`config.mk`:
```
export PLATFORM = sky130hd
export DESIGN_NAME = fixed_block_free_list_allocator_top
export DESIGN_NICKNAME = d
export VERILOG_FILES = /design/src/rtl/core/fbfl_pkg.sv /design/src/rtl/core/fbfl_ram.sv /design/src/rtl/core/fbfl_ctrl.sv /design/src/rtl/core/fbfl_dp.sv /design/src/rtl/core/fixed_block_free_list_allocator_top.sv
export SDC_FILE = /design/constraint.sdc
export NUM_CORES = 2
export LEC_CHECK = 0
export BUFFER_PORTS_ARGS = -buffer_cell sky130_fd_sc_hd__buf_2
export CORE_UTILIZATION = 52
export CTS_CLUSTER_DIAMETER = 40
export DETAILED_ROUTE_END_ITERATION = 7
export GPL_ROUTABILITY_DRIVEN = 0
export PLACE_DENSITY = 0.67
export SLEW_MARGIN = 20
export SYNTH_ARGS = -nofsm -noshare
export SYNTH_HDL_FRONTEND = slang
export SYNTH_SLANG_ARGS = --single-unit
```
`constraint.sdc`:
```
create_clock -name clk -period 11.8 [get_ports clk]
set_input_delay 1.77 -clock clk [delete_from_list [all_inputs] [get_ports clk]]
set_output_delay 1.77 -clock clk [all_outputs]
set_load 0.02 [all_outputs]
```
`src/rtl/core/fbfl_pkg.sv`:
```
// shared types and constants of the fixed block free-list allocator
`timescale 1ns / 1ps
`default_nettype none
package fbfl_pkg;

    localparam int BLOCKS = 256;
    localparam int IDX_W  = 8;
    localparam int CNT_W  = 9;
    localparam int LINK_W = 9;

    localparam logic       OP_ALLOC = 1'b0;
    localparam logic       OP_FREE  = 1'b1;

    localparam logic [1:0] ST_OK    = 2'd0;
    localparam logic [1:0] ST_EMPTY = 2'd1;
    localparam logic [1:0] ST_RANGE = 2'd2;

    typedef struct packed {
        logic             opcode;
        logic [IDX_W-1:0] free_index;
    } req_word_t;

    typedef struct packed {
        logic [IDX_W-1:0] block_index;
        logic [1:0]       status;
        logic [CNT_W-1:0] free_count;
    } rsp_word_t;

    // controller to datapath
    typedef struct packed {
        logic exec;
        logic pop_finish;
    } dp_cmd_t;

    // datapath to controller
    typedef struct packed {
        logic need_pop;
    } dp_stat_t;

endpackage
`default_nettype wire

```
`src/rtl/core/fbfl_ram.sv`:
```
// generic single-port-write, registered-read ram
`timescale 1ns / 1ps
`default_nettype none
module fbfl_ram #(
    parameter int WIDTH = 9,
    parameter int DEPTH = 256
) (
    input  wire logic                     clk,
    input  wire logic                     we,
    input  wire logic [$clog2(DEPTH)-1:0] waddr,
    input  wire logic [WIDTH-1:0]         wdata,
    input  wire logic                     re,
    input  wire logic [$clog2(DEPTH)-1:0] raddr,
    output logic      [WIDTH-1:0]         rdata
);

    logic [WIDTH-1:0] mem [DEPTH];
    logic [WIDTH-1:0] rdata_reg;

    always_ff @(posedge clk)
    begin
        if (we)
        begin
            mem[waddr] <= wdata;
        end
        if (re)
        begin
            rdata_reg <= mem[raddr];
        end
    end

    assign rdata = rdata_reg;

endmodule
`default_nettype wire

```
`src/rtl/core/fbfl_ctrl.sv`:
```
// allocator controller: handshake and sequencing of stack pops
`timescale 1ns / 1ps
`default_nettype none
module fbfl_ctrl (
    input  wire logic               clk,
    input  wire logic               rst_n,
    input  wire logic               req_valid,
    output logic                    req_stall,
    output logic                    rsp_valid,
    input  wire logic               rsp_stall,
    output fbfl_pkg::dp_cmd_t       cmd,
    input  wire fbfl_pkg::dp_stat_t stat
);
    import fbfl_pkg::*;

    typedef enum logic {
        S_IDLE,
        S_POP
    } state_t;

    state_t state_reg;
    logic   rsp_valid_reg;
    logic   slot_free;
    logic   accept;

    // output slot is free or its word leaves this cycle
    assign slot_free = !rsp_valid_reg || !rsp_stall;
    assign req_stall = !((state_reg == S_IDLE) && slot_free);
    assign accept    = req_valid && !req_stall;

    assign cmd.exec       = accept;
    assign cmd.pop_finish = (state_reg == S_POP);
    assign rsp_valid      = rsp_valid_reg;

    always_ff @(posedge clk or negedge rst_n)
    begin
        if (!rst_n)
        begin
            state_reg     <= S_IDLE;
            rsp_valid_reg <= 1'b0;
        end
        else
        begin
            case (state_reg)
                S_IDLE:
                begin
                    if (accept && stat.need_pop)
                    begin
                        state_reg     <= S_POP;
                        rsp_valid_reg <= 1'b0;
                    end
                    else if (accept)
                    begin
                        rsp_valid_reg <= 1'b1;
                    end
                    else if (rsp_valid_reg && !rsp_stall)
                    begin
                        rsp_valid_reg <= 1'b0;
                    end
                end
                S_POP:
                begin
                    // link read data is back, result goes out
                    state_reg     <= S_IDLE;
                    rsp_valid_reg <= 1'b1;
                end
                default:
                begin
                    state_reg     <= S_IDLE;
                    rsp_valid_reg <= 1'b0;
                end
            endcase
        end
    end

endmodule
`default_nettype wire

```
`src/rtl/core/fbfl_dp.sv`:
```
// allocator datapath: stack head, high-water mark, free count, link ram
`timescale 1ns / 1ps
`default_nettype none
module fbfl_dp (
    input  wire logic                clk,
    input  wire logic                rst_n,
    input  wire logic                cfg_we,
    input  wire logic [8:0]          cfg_wdata,
    input  wire fbfl_pkg::req_word_t req_word,
    output fbfl_pkg::rsp_word_t      rsp_word,
    input  wire fbfl_pkg::dp_cmd_t   cmd,
    output fbfl_pkg::dp_stat_t       stat
);
    import fbfl_pkg::*;

    logic [CNT_W-1:0] num_reg,  num_next;
    logic [IDX_W-1:0] head_reg, head_next;
    logic             nonempty_reg, nonempty_next;
    logic [CNT_W-1:0] hw_reg,   hw_next;
    logic [CNT_W-1:0] fb_reg,   fb_next;
    rsp_word_t        rsp_reg,  rsp_next;
    logic             rsp_load;

    logic             ram_we;
    logic [LINK_W-1:0] ram_wdata;
    logic             ram_re;
    logic [LINK_W-1:0] ram_rdata;
    logic [CNT_W-1:0] cfg_clamped;
    logic [CNT_W-1:0] fb_dec;
    logic             need_pop;

    assign need_pop      = (req_word.opcode == OP_ALLOC) && nonempty_reg;
    assign stat.need_pop = need_pop;

    // saturating decrement shared by both alloc paths
    assign fb_dec = (fb_reg != '0) ? fb_reg - 1'b1 : fb_reg;

    always_comb
    begin
        if (cfg_wdata == '0)
        begin
            cfg_clamped = CNT_W'(1);
        end
        else if (cfg_wdata > CNT_W'(BLOCKS))
        begin
            cfg_clamped = CNT_W'(BLOCKS);
        end
        else
        begin
            cfg_clamped = cfg_wdata;
        end
    end

    always_comb
    begin
        num_next      = num_reg;
        head_next     = head_reg;
        nonempty_next = nonempty_reg;
        hw_next       = hw_reg;
        fb_next       = fb_reg;
        rsp_next      = rsp_reg;
        rsp_load      = 1'b0;
        ram_we        = 1'b0;
        ram_wdata     = nonempty_reg ? LINK_W'({1'b0, head_reg} + 9'd1) : '0;
        ram_re        = 1'b0;

        if (cfg_we)
        begin
            num_next      = cfg_clamped;
            head_next     = '0;
            nonempty_next = 1'b0;
            hw_next       = '0;
            fb_next       = cfg_clamped;
        end
        else if (cmd.pop_finish)
        begin
            // head was handed out, link says what lies below it
            if ((ram_rdata != '0) && (ram_rdata <= LINK_W'(BLOCKS)))
            begin
                head_next     = IDX_W'(ram_rdata - 1'b1);
                nonempty_next = 1'b1;
            end
            else
            begin
                head_next     = '0;
                nonempty_next = 1'b0;
            end
            fb_next  = fb_dec;
            rsp_next = '{block_index: head_reg, status: ST_OK, free_count: fb_dec};
            rsp_load = 1'b1;
        end
        else if (cmd.exec)
        begin
            if (req_word.opcode == OP_FREE)
            begin
                rsp_load = 1'b1;
                if ({1'b0, req_word.free_index} >= num_reg)
                begin
                    rsp_next = '{block_index: '0, status: ST_RANGE, free_count: fb_reg};
                end
                else
                begin
                    ram_we        = 1'b1;
                    head_next     = req_word.free_index;
                    nonempty_next = 1'b1;
                    if (fb_reg < num_reg)
                    begin
                        fb_next = fb_reg + 1'b1;
                    end
                    rsp_next = '{block_index: '0, status: ST_OK, free_count: fb_next};
                end
            end
            else if (need_pop)
            begin
                ram_re = 1'b1;
            end
            else if (hw_reg < num_reg)
            begin
                hw_next  = hw_reg + 1'b1;
                fb_next  = fb_dec;
                rsp_next = '{block_index: hw_reg[IDX_W-1:0], status: ST_OK,
                             free_count: fb_dec};
                rsp_load = 1'b1;
            end
            else
            begin
                rsp_next = '{block_index: '0, status: ST_EMPTY, free_count: fb_reg};
                rsp_load = 1'b1;
            end
        end
    end

    always_ff @(posedge clk or negedge rst_n)
    begin
        if (!rst_n)
        begin
            num_reg      <= CNT_W'(BLOCKS);
            head_reg     <= '0;
            nonempty_reg <= 1'b0;
            hw_reg       <= '0;
            fb_reg       <= CNT_W'(BLOCKS);
        end
        else
        begin
            num_reg      <= num_next;
            head_reg     <= head_next;
            nonempty_reg <= nonempty_next;
            hw_reg       <= hw_next;
            fb_reg       <= fb_next;
        end
    end

    always_ff @(posedge clk)
    begin
        if (rsp_load)
        begin
            rsp_reg <= rsp_next;
        end
    end

    assign rsp_word = rsp_reg;

    fbfl_ram #(
        .WIDTH (LINK_W),
        .DEPTH (BLOCKS)
    ) u_link_ram (
        .clk   (clk),
        .we    (ram_we),
        .waddr (req_word.free_index),
        .wdata (ram_wdata),
        .re    (ram_re),
        .raddr (head_reg),
        .rdata (ram_rdata)
    );

endmodule
`default_nettype wire

```
`src/rtl/core/fixed_block_free_list_allocator_top.sv`:
```
// Fixed-size block allocator over 256 numbered blocks with a LIFO free list.
// An alloc word hands out the most recently freed block, or else the lowest
// block never handed out; a free word pushes its index, and an index at or
// above num_blocks is reported and ignored. Double frees are not caught.
// Each word yields one result word, held in an output register. A free, or an
// alloc with no freed block waiting, loads that register when accepted; an
// alloc that pops a freed block goes through the pop state, which waits for
// the registered read of the next-link ram, and loads it from there. A new
// word is accepted while the previous result waits only if that result is
// taken in the same cycle.
// Writing num_blocks resets the pool to blocks 0..num_blocks-1 ascending;
// the link ram needs no clearing pass after reset.
`timescale 1ns / 1ps
`default_nettype none
module fixed_block_free_list_allocator_top (
    input  wire logic                 clk,
    input  wire logic                 rst_n,
    input  wire logic                 cfg_we,
    input  wire logic [8:0]           cfg_wdata,
    input  wire logic                 req_valid,
    output logic                      req_stall,
    input  wire fbfl_pkg::req_word_t  req_word,
    output logic                      rsp_valid,
    input  wire logic                 rsp_stall,
    output fbfl_pkg::rsp_word_t       rsp_word
);
    import fbfl_pkg::*;

    dp_cmd_t  cmd;
    dp_stat_t stat;

    fbfl_ctrl u_ctrl (
        .clk       (clk),
        .rst_n     (rst_n),
        .req_valid (req_valid),
        .req_stall (req_stall),
        .rsp_valid (rsp_valid),
        .rsp_stall (rsp_stall),
        .cmd       (cmd),
        .stat      (stat)
    );

    fbfl_dp u_dp (
        .clk       (clk),
        .rst_n     (rst_n),
        .cfg_we    (cfg_we),
        .cfg_wdata (cfg_wdata),
        .req_word  (req_word),
        .rsp_word  (rsp_word),
        .cmd       (cmd),
        .stat      (stat)
    );

endmodule
`default_nettype wire

```
==> impl_metrics.json <==
{
  "status": "finished, violations left",
  "violations": "DRC",
  "drc_errors": 22,
  "antenna_found_initial": 7,
  "cts.sinks": 2370,
  "cap_violations": 0,
  "io_pins": 44,
  "min_from": "u_ctrl.rsp_valid",
  "ctsHtreeMaxLevel": 5,
  "powerDensity_nw_per_um2": 186.2,
  "cp-start-kind": "flip-flop",
  "syn_area_per_cell_um2": 21.07,
  "yosysSeqAreaShare_pct": 76.75,
  "wl_mm": 221.4,
  "design.core.area_um2": 176300,
  "slew_headroom_pct": 15.49,
  "timing.final.crit_share_pct": 45.50,
  "first_global_vias": 45750,
  "leakagePower_nw": 28.92,
  "startpoint": "u_dp.head_reg[0]",
  "die_h_um": 423.7,
  "slew_violations": 0,
  "cp_max_fo": 40,
  "layout_common_cells": "edfxtp_1 (2,332), mux4_2 (576), clkbuf_16 (310)",
  "areaGrowthSynthToFinish_pct": 13.50,
  "ys_types": 69,
  "largest_reg_flops": 2304,
  "top_usage_layer": "met2",
  "max_freq_mhz": 186.3,
  "reg2reg_depth": 8,
  "finalHoldViolCount": 0,
  "gr-usage-met2_pct": 37.38,
  "synthFlopType": "edfxtp_1",
  "crit_end": "u_dp.u_link_ram.rdata[2]",
  "final-setup-viol-count": 0,
  "antenna_left": 0,
  "rows": 154,
  "grt.total_usage_pct": 24.88,
  "syn-cell-area_um2": 92480,
  "layout-drive-gt1-share_pct": 25.04,
  "grt_overflow": 0,
  "die_w_um": 423.7,
  "syn-num-nets": 4443,
  "synth_edf_count": 2332,
  "power_mw": 19.54,
  "rr_startpoint": "u_dp.head_reg[0]",
  "dp.cells": 6584,
  "met1_usage_pct": 37.05,
  "die-area_um2": 179500,
  "grt_pass1_wl_mm": 322.9,
  "vias": 45960,
  "dp_hpwl_mm": 126.1,
  "cts_setup_buffers": 0,
  "crit_type": "reg -> reg",
  "critPathArrivalTime_ps": 6000,
  "cp.required_ps": 12430,
  "firstDrtPassIters": 8,
  "timing.rr.end": "u_dp.u_link_ram.rdata[2]",
  "final_common_cell": "edfxtp_1",
  "yosys_register_bits": 2370,
  "syn_inst": 4390,
  "tns_ps": 0,
  "synthArstFlopShare_pct": 1.603,
  "vias_per_cell": 6.468,
  "endpoint_kind": "flip-flop",
  "cts_tree": "built",
  "rsz0062_at_grt": "no",
  "holdWs_ps": 552.5,
  "r2r_slack_ps": 6430,
  "finalInstanceArea_um2": 105000,
  "finalClockSkew_ps": 53.02,
  "cts_hold_buf": 0,
  "post_cts_resized": 0,
  "met3_usage_pct": 5.082,
  "port_buffers": 43,
  "clockRootBuffer": "clkbuf_16",
  "cts_buffers": 301,
  "regMostFlops": "u_dp.u_link_ram.mem",
  "placed_area_um2": 95080,
  "hp-class": "reg -> reg",
  "fin_crit_ps": 5369,
  "start_util_pct": 52.45,
  "clk_path_buf_depth": 4,
  "wl_per_cell_um": 31.16,
  "dpl_worst_slack_ps": 5903,
  "ir_drop_mv": 0.1631,
  "utilization_pct": 59.54,
  "fill_cells": 12180,
  "clk_pin_slew_ps": 60,
  "nNetsFinal": 4602,
  "yosysWarnings": 0,
  "grt_max_degree": 193,
  "worst_slack_ps": 6431,
  "insertion_delay_ps": 940,
  "fin_cells": 7106,
  "drt_iter0_markers": 6019,
  "worstMarginPinSlew_ps": 1268
}
worst min-delay path by stage:
stage	to	depth (start not counted)
after detailed placement	u_dp.hw_reg[8]	2
after CTS	u_dp.hw_reg[8]	2
final	u_ctrl.rsp_valid	2
after global placement	u_ctrl.rsp_valid	2
after global routing	u_dp.hw_reg[8]	2
after floorplan	u_ctrl.rsp_valid	2
final cells by class:
cell class | count | area [µm²] | share of cell area [%]
Sequential cell | 2370 | 70990 | 67.63
Multi-Input combinational cell | 1740 | 20230 | 19.27
Clock buffer | 340 | 7870 | 7.498
Tap cell | 2340 | 2928 | 2.789
Clock inverter | 179 | 1957 | 1.864
Timing Repair Buffer | 115 | 912.1 | 0.8690
Inverter | 21 | 78.83 | 0.07510
Antenna cell | 1 | 2.502 | 0.002384
synthesized netlist by cell type (all sizes together) (7+ instances only):
cell    instances  area share (%)
o211ai         27            0.22
mux2i          40            0.43
ha             30            0.41
mux4          576              14
and2           10           0.068
nand4           7           0.047
a22oi          74            0.60
nand3          13           0.070
a21oi          46            0.25
o21a            9           0.073
o22ai          74            0.50
nor3           57            0.31
buf           149            0.99
o211a           8           0.087
nor2b          11           0.074
nor2          313             1.3
xnor2          15            0.14
clkbuf        110            0.45
o21ai          49            0.27
a22o           75            0.71
o31ai           9           0.073
edfxtp       2332              76
nor4           11           0.091
nand2         119            0.48
o32ai           8           0.076
nand2b         14           0.095
xor2           12            0.11
inv            21           0.085
dfrtp          36            0.97
a221oi         73            0.70
worst max-delay path, stage by stage, from the launching register on:
cell	delay (ps)
dfrtp_4	1010
buf_4	740
buf_4	670
mux4_2	580
a22o_1	260
a221oi_1	620
o22ai_1	290
o32ai_1	690
nor3_1	120
metal layers:
layer  share of wire (%)  vias up
li1                    -    18840
met1                  41    24190
met2                  47     2561
met3                 9.5      360
met4                 2.7        6
met5               0.013        -
report_power, final:
group / internal (mW) / switching [mW]
Combinational: 0.453 / 0.794
Sequential: 9.24 / 0.0612
Clock: 5.49 / 3.50
Total: 15.2 / 4.36
cells by family (layout without fill, tap and decap cells):
logic type / Yosys count / in the layout / share of synthesized area [%]
flip-flops: 2370 / 2370 / 76.75
multiplexers: 617 / 617 / 14.48
AND/OR/NAND/NOR: 581 / 581 / 2.732
AO/OA/AOI/OAI: 485 / 485 / 3.861
buffers and inverters: 280 / 655 / 1.518
adder cells (fa/ha/maj): 30 / 30 / 0.4059
XOR/XNOR: 27 / 27 / 0.2557
other: 0 / 1 / 0
(Power assumes the default switching activity.)
